[config.mk]
export PLATFORM = sky130hd
export DESIGN_NAME = protection_region_table
export DESIGN_NICKNAME = d
export VERILOG_FILES = /design/src/rtl/core/prt_pkg.sv /design/src/rtl/core/protection_region_table.sv /design/src/rtl/core/prt_front.sv /design/src/rtl/core/prt_queue.sv /design/src/rtl/core/prt_back.sv
export SDC_FILE = /design/constraint.sdc
export NUM_CORES = 1
export LEC_CHECK = 0
export BUFFER_PORTS_ARGS = -buffer_cell sky130_fd_sc_hd__buf_4
export CORE_MARGIN = 2
export CORE_UTILIZATION = 59
export CTS_CLUSTER_DIAMETER = 120
export DETAILED_ROUTE_END_ITERATION = 12
export GPL_ROUTABILITY_DRIVEN = 0
export PLACE_DENSITY = 0.74
export SLEW_MARGIN = 30
export SYNTH_ARGS = -nofsm -noshare
export SYNTH_HDL_FRONTEND = slang
export SYNTH_SLANG_ARGS = --single-unit
[constraint.sdc]
create_clock -name i_clk -period 4.6 [get_ports i_clk]
set_clock_uncertainty 0.05 [all_clocks]
set_input_delay 0.23 -clock i_clk [delete_from_list [all_inputs] [get_ports i_clk]]
set_output_delay 0.23 -clock i_clk [all_outputs]
set_load 0.02 [all_outputs]
[src/rtl/core/prt_pkg.sv]
// Shared types, constants and default parameter values of the protection region table.
package prt_pkg;

    // Default geometry of the table.
    localparam int SLOTS_DEF      = 8;
    localparam int PAGE_SHIFT_DEF = 12;

    // Slots below this index are fixed (text, data, stack); the rest are dynamic.
    localparam int FIRST_DYN = 3;

    // Register reset value of the region size code.
    localparam logic [4:0] SIZE_CODE_RESET = 5'd11;

    // Bit positions in the attribute word.
    localparam int ATTR_XN_BIT = 28;
    localparam int ATTR_AP_LSB = 24;
    localparam int ATTR_S_BIT  = 18;
    localparam int ATTR_C_BIT  = 17;
    localparam int ATTR_B_BIT  = 16;
    localparam int ATTR_EN_BIT = 0;

    // Input item kinds carried in tuser.
    localparam logic [1:0] KIND_ADD    = 2'd0;
    localparam logic [1:0] KIND_REMOVE = 2'd1;
    localparam logic [1:0] KIND_REPLAY = 2'd2;

    // Sections of an add.
    localparam logic [1:0] SEG_DYN = 2'd3;

    // Memory types.
    localparam logic [1:0] MEM_INT_ROM = 2'd0;
    localparam logic [1:0] MEM_EXT_ROM = 2'd1;
    localparam logic [1:0] MEM_INT_RAM = 2'd2;
    localparam logic [1:0] MEM_EXT_RAM = 2'd3;

    // Result status codes.
    localparam logic [1:0] STATUS_DONE      = 2'd0;
    localparam logic [1:0] STATUS_REJECT    = 2'd1;
    localparam logic [1:0] STATUS_NOT_FOUND = 2'd2;

    // Operation classified by the front part.
    typedef enum logic [2:0] {
        OP_REJECT,
        OP_ADD_FIXED,
        OP_ADD_DYN,
        OP_REMOVE,
        OP_REPLAY
    } t_op;

    // Command handed from the front part to the back part.
    typedef struct packed {
        t_op         op;
        logic [1:0]  section;
        logic [31:0] paddr;
        logic [31:0] attr;
    } t_cmd;

endpackage

[src/rtl/core/protection_region_table.sv]
// Top level of the protection region table: front decoder, command queue and back sequencer.
//
// The block keeps a table of SLOTS protection regions. Slots 0, 1 and 2 hold the text, data
// and stack regions; the remaining slots hold dynamic pages, replaced round robin. An add
// builds a base word (page address with the slot number in bits 2:0) and an attribute word
// and emits one region write; an add of page zero, or of a dynamic page already present, is
// rejected. A remove finds the lowest slot whose base matches the page address, emits that
// region with its enable bit cleared and zeroes the slot, or reports not found. A replay
// emits every slot in order, the last result carrying tlast. Items of the unused kind are
// taken and produce nothing. The front part decodes each item into a command and places it
// in a two-entry queue, so up to two items may be accepted while the back part is busy. The
// back part takes one command at a time: in the idle state it pops the command and compares
// its page against every slot in parallel, then, once the result register is free, it updates
// the table and loads the result register; a replay emits the slots one by one through the
// single-slot read port of the table. Results leave through a register that frees as soon as
// it is taken, and the size code register may be written at any time the block is idle; it
// resets to 11 and fills attribute bits 5:1 of every later add. The table resets to all ones.
module protection_region_table
    import prt_pkg::*;
#(
    parameter int SLOTS      = SLOTS_DEF,
    parameter int PAGE_SHIFT = PAGE_SHIFT_DEF
) (
    input  logic        i_clk,
    input  logic        i_rst_n,
    // Size code register.
    input  logic        i_cfg_wen,
    input  logic [4:0]  i_cfg_wdata,
    // Input items.
    input  logic        s_axis_tvalid,
    output logic        s_axis_tready,
    // tdata: page_number[19:0], section[21:20], is_device[22], mem_type[24:23],
    //        may_execute[25], kernel_write[26], owner_write[27], zero[31:28]
    input  logic [31:0] s_axis_tdata,
    // tuser: kind[1:0]
    input  logic [1:0]  s_axis_tuser,
    // Result items.
    output logic        m_axis_tvalid,
    input  logic        m_axis_tready,
    // tdata: slot[2:0], region_base[34:3], region_attr[66:35], zero[71:67]
    output logic [71:0] m_axis_tdata,
    // tuser: status[1:0], program_region[2]
    output logic [2:0]  m_axis_tuser,
    output logic        m_axis_tlast
);

    // Command path from the decoder into the queue.
    logic w_push;
    t_cmd w_push_cmd;
    logic w_full;

    // Command path from the queue into the sequencer.
    logic w_q_valid;
    logic w_pop;
    t_cmd w_q_cmd;

    prt_front #(
        .PAGE_SHIFT (PAGE_SHIFT)
    ) u_front (
        .i_s_tvalid (s_axis_tvalid),
        .o_s_tready (s_axis_tready),
        .i_s_tdata  (s_axis_tdata),
        .i_s_tuser  (s_axis_tuser),
        .i_q_full   (w_full),
        .o_q_push   (w_push),
        .o_q_cmd    (w_push_cmd)
    );

    prt_queue u_queue (
        .i_clk   (i_clk),
        .i_rst_n (i_rst_n),
        .i_push  (w_push),
        .i_cmd   (w_push_cmd),
        .o_full  (w_full),
        .o_valid (w_q_valid),
        .i_pop   (w_pop),
        .o_cmd   (w_q_cmd)
    );

    prt_back #(
        .SLOTS (SLOTS)
    ) u_back (
        .i_clk       (i_clk),
        .i_rst_n     (i_rst_n),
        .i_cfg_wen   (i_cfg_wen),
        .i_cfg_wdata (i_cfg_wdata),
        .i_q_valid   (w_q_valid),
        .i_q_cmd     (w_q_cmd),
        .o_q_pop     (w_pop),
        .o_m_tvalid  (m_axis_tvalid),
        .i_m_tready  (m_axis_tready),
        .o_m_tdata   (m_axis_tdata),
        .o_m_tuser   (m_axis_tuser),
        .o_m_tlast   (m_axis_tlast)
    );

endmodule

[src/rtl/core/prt_front.sv]
// Front part: accepts input items, decodes them and builds the command for the back part.
module prt_front
    import prt_pkg::*;
#(
    parameter int PAGE_SHIFT = PAGE_SHIFT_DEF
) (
    input  logic        i_s_tvalid,
    output logic        o_s_tready,
    // tdata: page_number[19:0], section[21:20], is_device[22], mem_type[24:23],
    //        may_execute[25], kernel_write[26], owner_write[27], zero[31:28]
    input  logic [31:0] i_s_tdata,
    // tuser: kind[1:0]
    input  logic [1:0]  i_s_tuser,
    input  logic        i_q_full,
    output logic        o_q_push,
    output t_cmd        o_q_cmd
);

    logic [19:0] w_page;
    logic [1:0]  w_section;
    logic        w_dev;
    logic [1:0]  w_mtype;
    logic        w_xok;
    logic        w_kwr;
    logic        w_owr;
    logic [51:0] w_shifted;
    logic [31:0] w_attr;

    assign w_page    = i_s_tdata[19:0];
    assign w_section = i_s_tdata[21:20];
    assign w_dev     = i_s_tdata[22];
    assign w_mtype   = i_s_tdata[24:23];
    assign w_xok     = i_s_tdata[25];
    assign w_kwr     = i_s_tdata[26];
    assign w_owr     = i_s_tdata[27];

    assign w_shifted = {32'd0, w_page} << PAGE_SHIFT;

    // Attribute word without the size field, which the back part adds.
    always_comb begin
        w_attr = '0;
        if (w_dev) begin
            w_attr[ATTR_B_BIT] = 1'b1;
            w_attr[ATTR_S_BIT] = 1'b1;
        end else begin
            unique case (w_mtype)
                MEM_INT_ROM, MEM_EXT_ROM: begin
                    w_attr[ATTR_C_BIT] = 1'b1;
                end
                MEM_INT_RAM: begin
                    w_attr[ATTR_C_BIT] = 1'b1;
                    w_attr[ATTR_S_BIT] = 1'b1;
                end
                MEM_EXT_RAM: begin
                    w_attr[ATTR_C_BIT] = 1'b1;
                    w_attr[ATTR_B_BIT] = 1'b1;
                    w_attr[ATTR_S_BIT] = 1'b1;
                end
                default: begin
                    w_attr[ATTR_C_BIT] = 1'b1;
                end
            endcase
        end
        w_attr[ATTR_XN_BIT]     = ~w_xok;
        w_attr[ATTR_AP_LSB + 2] = ~w_kwr & ~w_owr;
        w_attr[ATTR_AP_LSB + 1] = 1'b1;
        w_attr[ATTR_AP_LSB]     = w_owr;
        w_attr[ATTR_EN_BIT]     = 1'b1;
    end

    always_comb begin
        o_q_cmd.section = w_section;
        o_q_cmd.paddr   = w_shifted[31:0];
        o_q_cmd.attr    = w_attr;
        priority if (i_s_tuser == KIND_ADD && w_page == '0) begin
            o_q_cmd.op = OP_REJECT;
        end else if (i_s_tuser == KIND_ADD && w_section == SEG_DYN) begin
            o_q_cmd.op = OP_ADD_DYN;
        end else if (i_s_tuser == KIND_ADD) begin
            o_q_cmd.op = OP_ADD_FIXED;
        end else if (i_s_tuser == KIND_REMOVE) begin
            o_q_cmd.op = OP_REMOVE;
        end else begin
            o_q_cmd.op = OP_REPLAY;
        end
    end

    // The unused kind is taken and dropped without reaching the queue.
    assign o_s_tready = ~i_q_full;
    assign o_q_push   = i_s_tvalid & ~i_q_full &
                        (i_s_tuser == KIND_ADD || i_s_tuser == KIND_REMOVE ||
                         i_s_tuser == KIND_REPLAY);

endmodule

[src/rtl/core/prt_queue.sv]
// Two-entry command queue between the front and back parts.
module prt_queue
    import prt_pkg::*;
(
    input  logic i_clk,
    input  logic i_rst_n,
    input  logic i_push,
    input  t_cmd i_cmd,
    output logic o_full,
    output logic o_valid,
    input  logic i_pop,
    output t_cmd o_cmd
);

    t_cmd       r_mem [2];
    logic       r_wr_ptr;
    logic       r_rd_ptr;
    logic [1:0] r_count;

    always_ff @(posedge i_clk) begin
        if (!i_rst_n) begin
            r_wr_ptr <= 1'b0;
            r_rd_ptr <= 1'b0;
            r_count  <= 2'd0;
        end else begin
            if (i_push) begin
                r_wr_ptr <= ~r_wr_ptr;
            end
            if (i_pop) begin
                r_rd_ptr <= ~r_rd_ptr;
            end
            unique case ({i_push, i_pop})
                2'b10:   r_count <= r_count + 2'd1;
                2'b01:   r_count <= r_count - 2'd1;
                default: r_count <= r_count;
            endcase
        end
    end

    always_ff @(posedge i_clk) begin
        if (i_push) begin
            r_mem[r_wr_ptr] <= i_cmd;
        end
    end

    assign o_full  = (r_count == 2'd2);
    assign o_valid = (r_count != 2'd0);
    assign o_cmd   = r_mem[r_rd_ptr];

endmodule

[src/rtl/core/prt_back.sv]
// Back part: region table, command sequencer and result register.
module prt_back
    import prt_pkg::*;
#(
    parameter int SLOTS = SLOTS_DEF
) (
    input  logic        i_clk,
    input  logic        i_rst_n,
    input  logic        i_cfg_wen,
    input  logic [4:0]  i_cfg_wdata,
    input  logic        i_q_valid,
    input  t_cmd        i_q_cmd,
    output logic        o_q_pop,
    output logic        o_m_tvalid,
    input  logic        i_m_tready,
    // tdata: slot[2:0], region_base[34:3], region_attr[66:35], zero[71:67]
    output logic [71:0] o_m_tdata,
    // tuser: status[1:0], program_region[2]
    output logic [2:0]  o_m_tuser,
    output logic        o_m_tlast
);

    localparam int SW    = $clog2(SLOTS);
    localparam int DYN_N = SLOTS - FIRST_DYN;
    localparam int DYN_W = (DYN_N > 1) ? $clog2(DYN_N) : 1;
    localparam logic [SLOTS-1:0] DYN_MASK = {SLOTS{1'b1}} << FIRST_DYN;

    typedef enum logic [1:0] {
        S_IDLE,
        S_EXEC,
        S_REPLAY
    } t_state;

    t_state           r_state;
    t_cmd             r_cmd;
    logic [SLOTS-1:0] r_match;
    logic [SW-1:0]    r_cnt;
    logic [DYN_W-1:0] r_nd;
    logic [4:0]       r_size;
    logic [31:0]      r_base [SLOTS];
    logic [31:0]      r_attr [SLOTS];

    logic             r_out_valid;
    logic [1:0]       r_out_status;
    logic [2:0]       r_out_slot;
    logic [31:0]      r_out_base;
    logic [31:0]      r_out_attr;
    logic             r_out_prog;
    logic             r_out_last;

    logic             w_out_free;
    logic             w_emit;
    logic [SW-1:0]    w_rm_idx;
    logic [SW-1:0]    w_rd_idx;
    logic [SW-1:0]    w_dyn_idx;
    logic [SW-1:0]    w_fix_idx;
    logic [31:0]      w_rd_base;
    logic [31:0]      w_rd_attr;
    logic [31:0]      w_full_attr;
    logic             w_dup;

    assign w_out_free = ~r_out_valid | i_m_tready;
    assign w_emit     = w_out_free & ((r_state == S_EXEC) | (r_state == S_REPLAY));
    assign o_q_pop    = (r_state == S_IDLE) & i_q_valid;

    // Lowest matching slot wins on a remove.
    always_comb begin
        w_rm_idx = '0;
        for (int i = SLOTS - 1; i >= 0; i--) begin
            if (r_match[i]) begin
                w_rm_idx = SW'(i);
            end
        end
    end

    assign w_rd_idx    = (r_state == S_REPLAY) ? r_cnt : w_rm_idx;
    assign w_rd_base   = r_base[w_rd_idx];
    assign w_rd_attr   = r_attr[w_rd_idx];
    assign w_dyn_idx   = SW'(FIRST_DYN) + SW'(r_nd);
    assign w_fix_idx   = SW'(r_cmd.section);
    assign w_full_attr = r_cmd.attr | {26'd0, r_size, 1'b0};
    assign w_dup       = |(r_match & DYN_MASK);

    always_ff @(posedge i_clk) begin
        if (!i_rst_n) begin
            r_size <= SIZE_CODE_RESET;
        end else if (i_cfg_wen) begin
            r_size <= i_cfg_wdata;
        end
    end

    always_ff @(posedge i_clk) begin
        if (!i_rst_n) begin
            r_state     <= S_IDLE;
            r_cnt       <= '0;
            r_nd        <= '0;
            r_out_valid <= 1'b0;
            for (int i = 0; i < SLOTS; i++) begin
                r_base[i] <= '1;
                r_attr[i] <= '1;
            end
        end else begin
            // A new result replaces the one just taken; otherwise a taken result empties
            // the register.
            if (w_emit) begin
                r_out_valid <= 1'b1;
            end else if (i_m_tready) begin
                r_out_valid <= 1'b0;
            end
            unique case (r_state)
                S_IDLE: begin
                    if (i_q_valid) begin
                        r_cmd <= i_q_cmd;
                        for (int i = 0; i < SLOTS; i++) begin
                            r_match[i] <= (r_base[i][31:5] == i_q_cmd.paddr[31:5]);
                        end
                        r_cnt   <= '0;
                        r_state <= (i_q_cmd.op == OP_REPLAY) ? S_REPLAY : S_EXEC;
                    end
                end
                S_EXEC: begin
                    if (w_out_free) begin
                        r_out_last <= 1'b1;
                        r_state    <= S_IDLE;
                        unique case (r_cmd.op)
                            OP_ADD_FIXED: begin
                                r_base[w_fix_idx] <= r_cmd.paddr | 32'(w_fix_idx);
                                r_attr[w_fix_idx] <= w_full_attr;
                                r_out_status      <= STATUS_DONE;
                                r_out_slot        <= 3'(w_fix_idx);
                                r_out_base        <= r_cmd.paddr | 32'(w_fix_idx);
                                r_out_attr        <= w_full_attr;
                                r_out_prog        <= 1'b1;
                            end
                            OP_ADD_DYN: begin
                                if (w_dup) begin
                                    r_out_status <= STATUS_REJECT;
                                    r_out_slot   <= '0;
                                    r_out_base   <= '0;
                                    r_out_attr   <= '0;
                                    r_out_prog   <= 1'b0;
                                end else begin
                                    r_base[w_dyn_idx] <= r_cmd.paddr | 32'(w_dyn_idx);
                                    r_attr[w_dyn_idx] <= w_full_attr;
                                    r_out_status      <= STATUS_DONE;
                                    r_out_slot        <= 3'(w_dyn_idx);
                                    r_out_base        <= r_cmd.paddr | 32'(w_dyn_idx);
                                    r_out_attr        <= w_full_attr;
                                    r_out_prog        <= 1'b1;
                                    r_nd <= (r_nd == DYN_W'(DYN_N - 1)) ? '0 : r_nd + 1'b1;
                                end
                            end
                            OP_REMOVE: begin
                                if (|r_match) begin
                                    r_base[w_rm_idx] <= '0;
                                    r_attr[w_rm_idx] <= '0;
                                    r_out_status     <= STATUS_DONE;
                                    r_out_slot       <= 3'(w_rm_idx);
                                    r_out_base       <= w_rd_base;
                                    r_out_attr       <= w_rd_attr & ~32'(1 << ATTR_EN_BIT);
                                    r_out_prog       <= 1'b1;
                                end else begin
                                    r_out_status <= STATUS_NOT_FOUND;
                                    r_out_slot   <= '0;
                                    r_out_base   <= '0;
                                    r_out_attr   <= '0;
                                    r_out_prog   <= 1'b0;
                                end
                            end
                            default: begin
                                r_out_status <= STATUS_REJECT;
                                r_out_slot   <= '0;
                                r_out_base   <= '0;
                                r_out_attr   <= '0;
                                r_out_prog   <= 1'b0;
                            end
                        endcase
                    end
                end
                S_REPLAY: begin
                    if (w_out_free) begin
                        r_out_status <= STATUS_DONE;
                        r_out_slot   <= 3'(r_cnt);
                        r_out_base   <= w_rd_base;
                        r_out_attr   <= w_rd_attr;
                        r_out_prog   <= 1'b1;
                        r_out_last   <= (r_cnt == SW'(SLOTS - 1));
                        if (r_cnt == SW'(SLOTS - 1)) begin
                            r_state <= S_IDLE;
                        end else begin
                            r_cnt <= r_cnt + 1'b1;
                        end
                    end
                end
                default: begin
                    r_state <= S_IDLE;
                end
            endcase
        end
    end

    assign o_m_tvalid = r_out_valid;
    assign o_m_tdata  = {5'd0, r_out_attr, r_out_base, r_out_slot};
    assign o_m_tuser  = {r_out_prog, r_out_status};
    assign o_m_tlast  = r_out_last;

endmodule
==> impl_summary.log, run 1 <==
INFO  metric report.final.hold_viol_count = 0
INFO  metric hpwl = slightly below 40000 um
INFO  metric areaGrowthSynthToFinish = 15.5%
INFO  metric critical_path.endpoint_type = register
INFO  metric drt-initial-drc-count = 2130
INFO  metric die_h = around 200 um
INFO  metric cts.htree.levels = 2
INFO  metric finalWirelength = 61300 um
INFO  metric clockBufferDepth = 3
INFO  metric n_antenna_cell = 0
INFO  metric first_pass_grt_wire_length = 90100 um
INFO  metric critical_path_class = reg -> reg
INFO  metric postRouteAntennaNets = 0
INFO  metric worst-path-max-fanout = 22
INFO  metric max_freq = between 200 and 300 MHz
INFO  metric clock_power_share = 0.301
INFO  metric post_drt_via_cell_ratio = 6.60
INFO  metric post_route_cells_drive_above_1_share = 0.182
INFO  metric postCtsSetupBuffers = 0
INFO  metric rsz0062_at_grt = false
INFO  metric arrival = 3980 ps
INFO  metric pwr-share-comb = 0.263
INFO  metric io_pins = 122
INFO  metric seq_power_share = 0.436
INFO  metric multi_input_comb_area = 7520 um^2
INFO  metric seq_area_frac_synth = 0.614
INFO  metric drt_first_pass_iters = 6
INFO  metric finalNetCount = 1864
INFO  metric io_buffers = approximately 110
INFO  metric cp_required = 4870 ps
INFO  metric setup_violations = 0
INFO  metric utilization = 0.688
INFO  metric slew_headroom = 0.360
INFO  metric setup-tns-final = 0 ps
INFO  metric worst_setup_path_start_kind = register
INFO  metric grtUsageTotal = 0.322
INFO  metric power.density_cell_area = 498 nW/um^2
INFO  metric initial_core_util = 0.596
INFO  metric cell_area_after_synthesis = roughly 22000 um^2
INFO  metric hp-class = in -> reg
INFO  metric final.fill_count = 2487
INFO  metric drv_slew = 0
INFO  metric drc_errors_left = 0
INFO  metric synth_top_flop_cell = sky130_fd_sc_hd__edfxtp_1
INFO  metric cts_tree = yes
INFO  metric grt_max_degree = about 110
INFO  metric postCtsResizedCells = 0
INFO  metric number_of_antenna_violations_at_the_first_check_in_global_routing = 2
INFO  metric clock_tree.root_cell = sky130_fd_sc_hd__clkbuf_16
INFO  metric switching_share = 0.314
INFO  metric grt.overflow.total = 0
INFO  metric p_leak = 8.76 nW
INFO  metric clk_pin_slew = 60 ps
INFO  metric vdd.ir_drop.worst = 0.000365 V
INFO  metric tritoncts.num_buffers = 46
INFO  metric synthArstFlopShare = 0
INFO  metric average_size_of_a_mapped_cell = about 13 um^2
INFO  metric die-width = 196 um
INFO  metric std_cell_rows = 70
INFO  metric synthesis_stage_register_bit_count = between 400 and 500
INFO  metric vias_after_detailed_routing = around 15000
INFO  metric power.switching = around 4 mW
INFO  metric timing.final.crit_share = 0.807
INFO  metric synth-warning-count = 0
INFO  metric final_cell_mix = sky130_fd_sc_hd__edfxtp_1 (425), sky130_fd_sc_hd__a21oi_1 (201), sky130_fd_sc_hd__buf_4 (149)
INFO  metric ff_latch_area = between 10000 and 15000 um^2
INFO  metric mostFrequentLayoutCell = sky130_fd_sc_hd__edfxtp_1
INFO  metric drv.max_cap_violation_count = 0
INFO  metric final_period_minus_worst_setup_slack = 3710 ps
INFO  metric cell_internal_pwr = around 8.6 mW
INFO  metric clock_insertion_delay_worst_skew = 580 ps
INFO  metric wire_per_inst = roughly 26 um
INFO  metric die-area = about 38000 um^2
INFO  metric grt_pass1_vias = 14670
INFO  metric post_synth_inst_count = around 1700
INFO  metric worstMarginPinSlew = 941 ps
INFO  metric synth_enable_flop_cells = approximately 430
INFO  metric clock-sinks = 452
INFO  metric netlist-cell-type-count = 60
INFO  metric result_of_the_run = finished, final reports clean
INFO  metric coreArea = 36300 um^2
state kept, by name, summed over array words and instances (netlist names), 2 cells and up, named ones only:
| register | cells |
|---|---|
| u_back.r_attr | 99 |
| u_back.r_base | 189 |
| u_back.r_cmd | 31 |
| u_back.r_cnt | 3 |
| u_back.r_match | 8 |
| u_back.r_nd | 3 |
| u_back.r_out_attr | 14 |
| u_back.r_out_base | 23 |
| u_back.r_out_slot | 3 |
| u_back.r_out_status | 2 |
| u_back.r_size | 5 |
| u_back.r_state | 2 |
| u_queue.r_count | 2 |
| u_queue.r_mem | 62 |
stage by stage:
step                power (mW)  std cells  hold slack (ps)  instance area, um^2  setup slack (ps)
floorplan                 7.55       1697              279                21700               365
global placement          8.60       2191              374                23100               956
CTS                       12.4       2315              132                25000               901
finish                    12.5       2315              136                25000               888
global route              12.8       2315              198                25000               701
detailed placement        8.68       2191              375                23100               914
synth_stat cells, drive strengths merged, types with 2 or more instances:
cell | number | area (um^2)
o22ai | 31 | 194
edfxtp | 425 | 12800
a2bb2oi | 2 | 17.5
a21oi | 210 | 1060
mux2 | 12 | 135
a41o | 2 | 20.0
o21a | 3 | 22.5
or4 | 5 | 37.5
xor2 | 34 | 298
or3 | 2 | 12.5
xnor2 | 132 | 1160
mux2i | 95 | 1030
nand3 | 9 | 45.0
o22a | 2 | 17.5
and3 | 6 | 37.5
ha | 9 | 113
a221o | 34 | 340
a31oi | 3 | 18.8
nand2b | 9 | 56.3
a211o | 2 | 17.5
o211ai | 9 | 67.6
clkbuf | 73 | 274
nor4 | 39 | 259
dfxtp | 27 | 541
a21o | 5 | 37.5
nor2b | 8 | 50.1
nor2 | 131 | 492
a221oi | 11 | 96.3
or2 | 2 | 12.5
buf | 65 | 422
o21ai | 55 | 275
nand2 | 68 | 255
nand3b | 2 | 15.0
nor3b | 2 | 15.0
mux4 | 36 | 811
nand4 | 25 | 156
nor3 | 13 | 65.1
inv | 81 | 304
a211oi | 2 | 32.5
layout make-up:
| class | count | area share |
|---|---|---|
| clock buffers | 59 | 0.0504 |
| clock inverters | 25 | 0.00995 |
| inverters | 82 | 0.0123 |
| multi-input cells | 1025 | 0.301 |
| flip-flops and latches | 452 | 0.532 |
| well taps | 468 | 0.0234 |
| repair buffers | 204 | 0.0717 |
per-layer routing:
| metal | part of all wire | GRT usage | up-vias | wire, um |
|---|---|---|---|---|
| met5 | 0.00044 | 0 | - | 27 |
| met1 | 0.37 | 0.450 | 7477 | 22900 |
| li1 | - | - | 6542 | - |
| met2 | 0.46 | 0.501 | 1087 | 28100 |
| met4 | 0.041 | 0.136 | 4 | 2490 |
| met3 | 0.13 | 0.0611 | 171 | 7780 |
logic make-up after synthesis:
kind of cell,after synthesis,synth area share
adder cells (fa/ha/maj),9,0.00520
AO/OA/AOI/OAI,378,0.105
XOR/XNOR,166,0.0671
AND/OR/NAND/NOR,324,0.0708
buffers and inverters,220,0.0463
other,1,0.000173
multiplexers,143,0.0910
flip-flops,452,0.614
power by group through the flow:
stage	Sequential (mW)	Clock [mW]	Combinational, mW
after floorplan	5.48	0	2.07
after global placement	5.48	0	3.12
after detailed placement	5.51	0	3.17
after CTS	5.42	3.77	3.22
after global routing	5.47	3.93	3.44
final	5.44	3.75	3.28
worst paths after layout:
path / slack (ps) / end / from / depth (start not counted)
setup / recovery: 890 / u_back.r_out_base[14]$_DFFE_PP_ / u_back.r_state[0]$_SDFFE_PN0P_ / 8
hold / removal: 140 / u_queue.r_wr_ptr$_SDFFE_PN0P_ / s_axis_tvalid / 4
setup reg to reg: 890 / u_back.r_out_base[14]$_DFFE_PP_ / u_back.r_state[0]$_SDFFE_PN0P_ / 8
hold reg to reg: 440 / u_back.r_cnt[1]$_SDFFE_PN0P_ / u_back.r_cnt[1]$_SDFFE_PN0P_ / 2
critical path, stage by stage (launching register included):
cell and delay (ps):
sky130_fd_sc_hd__dfxtp_1 320, sky130_fd_sc_hd__inv_1 80, sky130_fd_sc_hd__ha_1 700, sky130_fd_sc_hd__clkinv_1 540, sky130_fd_sc_hd__mux2_2 520, sky130_fd_sc_hd__nand2_1 490, sky130_fd_sc_hd__buf_12 260, sky130_fd_sc_hd__o22ai_1 100
sky130_fd_sc_hd__a221o_1 340
timing repair:
item | in CTS | in global routing
setup endpoints to repair | 0 | 0
hold buffers | 40 | 0
hold endpoints to repair | 68 | 0
No activity file was read; power rests on OpenSTA's default activity.
==> inputs of run 2 (changes only) <==
- CORE_UTILIZATION: 59 -> 55
- PLACE_DENSITY: 0.74 -> 0.73
- clock period: 4.6 -> 3.24 ns (I/O delays scaled with it)
==> impl_summary.log, run 2 (synthesized netlist as in run 1, its figures left out) <==
INFO  metric drt_first_pass_iters = 5 (-1)
INFO  metric clock_insertion_delay_worst_skew = 590 ps (about the same)
INFO  metric hp-class = in -> reg
INFO  metric io_pins = 122 (unchanged)
INFO  metric ff_latch_area = 13300 um^2 (unchanged)
INFO  metric coreArea = 38700 um^2 (+6.6%)
INFO  metric die-width = 202 um (+3.5%)
INFO  metric setup_violations = 0 (unchanged)
INFO  metric setup-tns-final = 0 ps (unchanged)
INFO  metric rsz0062_at_grt = false
INFO  metric clockBufferDepth = 3 (unchanged)
INFO  metric number_of_antenna_violations_at_the_first_check_in_global_routing = 2 (unchanged)
INFO  metric number_of_flip_flops_under_the_largest_register_name = 189 (unchanged)
INFO  metric clk_pin_slew = 60 ps (about the same)
INFO  metric slew_headroom = 0.440 (+0.0797)
INFO  metric gr-usage-met1 = 0.405 (-0.0450)
INFO  metric drc_errors_left = 0 (unchanged)
INFO  metric mostFrequentLayoutCell = sky130_fd_sc_hd__edfxtp_1
INFO  metric busiest_layer = met2
INFO  metric grt_max_degree = 102 (-5.6%)
INFO  metric report.final.hold_viol_count = 0 (unchanged)
INFO  metric arrival = 3320 ps (-660 ps)
INFO  metric timing.final.crit_share = 0.950 (+0.143)
INFO  metric worstMarginPinSlew = 840 ps (-101 ps)
INFO  metric first_pass_grt_wire_length = 91800 um (+1.9%)
INFO  metric grt.overflow.total = 0 (unchanged)
INFO  metric drt-initial-drc-count = 1936 (-9.1%)
INFO  metric tritoncts.num_buffers = 46 (unchanged)
INFO  metric finalWirelength = 61900 um (+0.90%)
INFO  metric cts.htree.levels = 2 (unchanged)
INFO  metric max_freq = 325 MHz (+21%)
INFO  metric grtUsageTotal = 0.302 (-0.0201)
INFO  metric die-area = 41000 um^2 (+7.1%)
INFO  metric io_buffers = 112 (unchanged)
INFO  metric clock-sinks = 452 (unchanged)
INFO  metric post_drt_via_cell_ratio = 6.36 (-3.6%)
INFO  metric critical_path.endpoint_type = register
INFO  metric multi_input_comb_area = 7510 um^2 (-0.12%)
INFO  metric areaGrowthSynthToFinish = 18.5%
INFO  metric critical_path_class = reg -> reg
INFO  metric grt_pass1_vias = 15011 (+2.3%)
INFO  metric power.density_cell_area = 704 nW/um^2 (+41%)
INFO  metric std_cell_rows = 72 (+2.9%)
INFO  metric hpwl = 40100 um (+1.9%)
INFO  metric design_area = 25700 um^2 (+2.6%)
INFO  metric die_h = 202 um (+3.5%)
INFO  metric worst-path-max-fanout = 13 (-41%)
INFO  metric cts_tree = yes
INFO  metric initial_core_util = 0.559 (-0.0368)
INFO  metric groute.layer.met2.usage = 0.476 (-0.0258)
INFO  metric worst_setup_path_start_kind = register
INFO  metric vdd.ir_drop.worst = 0.000460 V (+26%)
INFO  metric postCtsResizedCells = 0 (unchanged)
INFO  metric groute.layer.met3.usage = 0.0764 (+0.0153)
INFO  metric finalNetCount = 1913 (+2.6%)
INFO  metric detailed_place.area = 23700 um^2 (+2.6%)
INFO  metric largest_register = u_back.r_base
INFO  metric drv.max_cap_violation_count = 0 (unchanged)
INFO  metric result_of_the_run = finished, final reports clean
INFO  metric final_period_minus_worst_setup_slack = 3080 ps (-634 ps)
INFO  metric wire_per_inst = 25.6 um (-3.3%)
INFO  metric p_leak = 9.08 nW (+3.7%)
INFO  metric n_antenna_cell = 0 (unchanged)
INFO  metric postRouteAntennaNets = 0 (unchanged)
INFO  metric clock_tree.root_cell = sky130_fd_sc_hd__clkbuf_16
INFO  metric reg_top3 = u_back.r_base: 189 flops, u_back.r_attr: 99 flops, u_queue.r_mem: 62 flops
INFO  metric vias_after_detailed_routing = 15366 (+0.56%)
INFO  metric post_route_cells_drive_above_1_share = 0.201 (+0.0195)
INFO  metric final_cell_mix = sky130_fd_sc_hd__edfxtp_1 (425), sky130_fd_sc_hd__a21oi_1 (201), sky130_fd_sc_hd__buf_4 (184)
INFO  metric drv_slew = 0 (unchanged)
INFO  metric cp_required = 3480 ps (-1390 ps)
INFO  metric final.fill_count = 2809 (+13%)
run 2: cell count changes in the layout (fill, tap and decap cells not counted), sizes merged:
cell         previous run  this run
bufinv                  4         5
buf                   164       212
inv                    84        81
dlygate4sd3            40        41
clkbuf                 59        62
run 2: what timing repair did:
action,4_1_cts,5_1_grt
setup buffers,0,0
endpoints found under the hold margin,91,0
hold buffers,41,0
run 2: worst paths after layout:
| check | end | start | slack, ps | cells past startpoint |
|---|---|---|---|---|
| setup / recovery | u_back.r_base[7][17]$_DFFE_PP_ | u_back.r_match[4]$_DFFE_PP_ | 160 | 7 |
| hold / removal | u_queue.r_wr_ptr$_SDFFE_PN0P_ | s_axis_tvalid | 60 | 4 |
| setup reg to reg | u_back.r_base[7][17]$_DFFE_PP_ | u_back.r_match[4]$_DFFE_PP_ | 160 | 7 |
| hold reg to reg | u_back.r_state[0]$_SDFFE_PN0P_ | u_back.r_state[0]$_SDFFE_PN0P_ | 450 | 2 |
run 2: cell type report:
| class | instances | area share |
|---|---|---|
| flip-flops and latches | 452 | 0.518 |
| clock inverters | 23 | 0.00941 |
| inverters | 82 | 0.0120 |
| multi-input cells | 1025 | 0.293 |
| well taps | 518 | 0.0252 |
| clock buffers | 62 | 0.0516 |
| repair buffers | 253 | 0.0909 |
run 2: per-layer routing:
metal | wire, um | share of wire
met1 | 22800 | 0.37
met2 | 28900 | 0.47
met3 | 7850 | 0.13
met4 | 2300 | 0.037
met5 | 31 | 0.00050
run 2: metrics by stage:
step	worst slack [ps]	instances	hold WS [ps]	utilization	power, mW
floorplan	110	1697	211	-	10.7
global placement	317	2289	305	0.611	12.4
detailed placement	229	2289	309	0.612	12.5
CTS	245	2415	46.6	0.663	18.0
global route	47.9	2415	114	0.663	18.7
finish	162	2415	61.2	0.663	18.1
run 2: where the power goes:
group	leakage [nW]	internal (mW)	total, mW	switching [mW]
sequential	4.30	7.23	7.69	0.462
clock	0.769	3.26	5.48	2.22
combinational	4.01	2.04	4.90	2.86
total	9.08	12.5	18.1	5.54
run 2: worst max-delay path, cell delays in order (launching register included):
cell and delay, ps:
sky130_fd_sc_hd__edfxtp_1 490, sky130_fd_sc_hd__nor4_4 370, sky130_fd_sc_hd__nand4_1 330, sky130_fd_sc_hd__o211ai_1 360, sky130_fd_sc_hd__a21oi_2 140, sky130_fd_sc_hd__a211oi_4 600
sky130_fd_sc_hd__buf_4 360, sky130_fd_sc_hd__a21oi_1 70
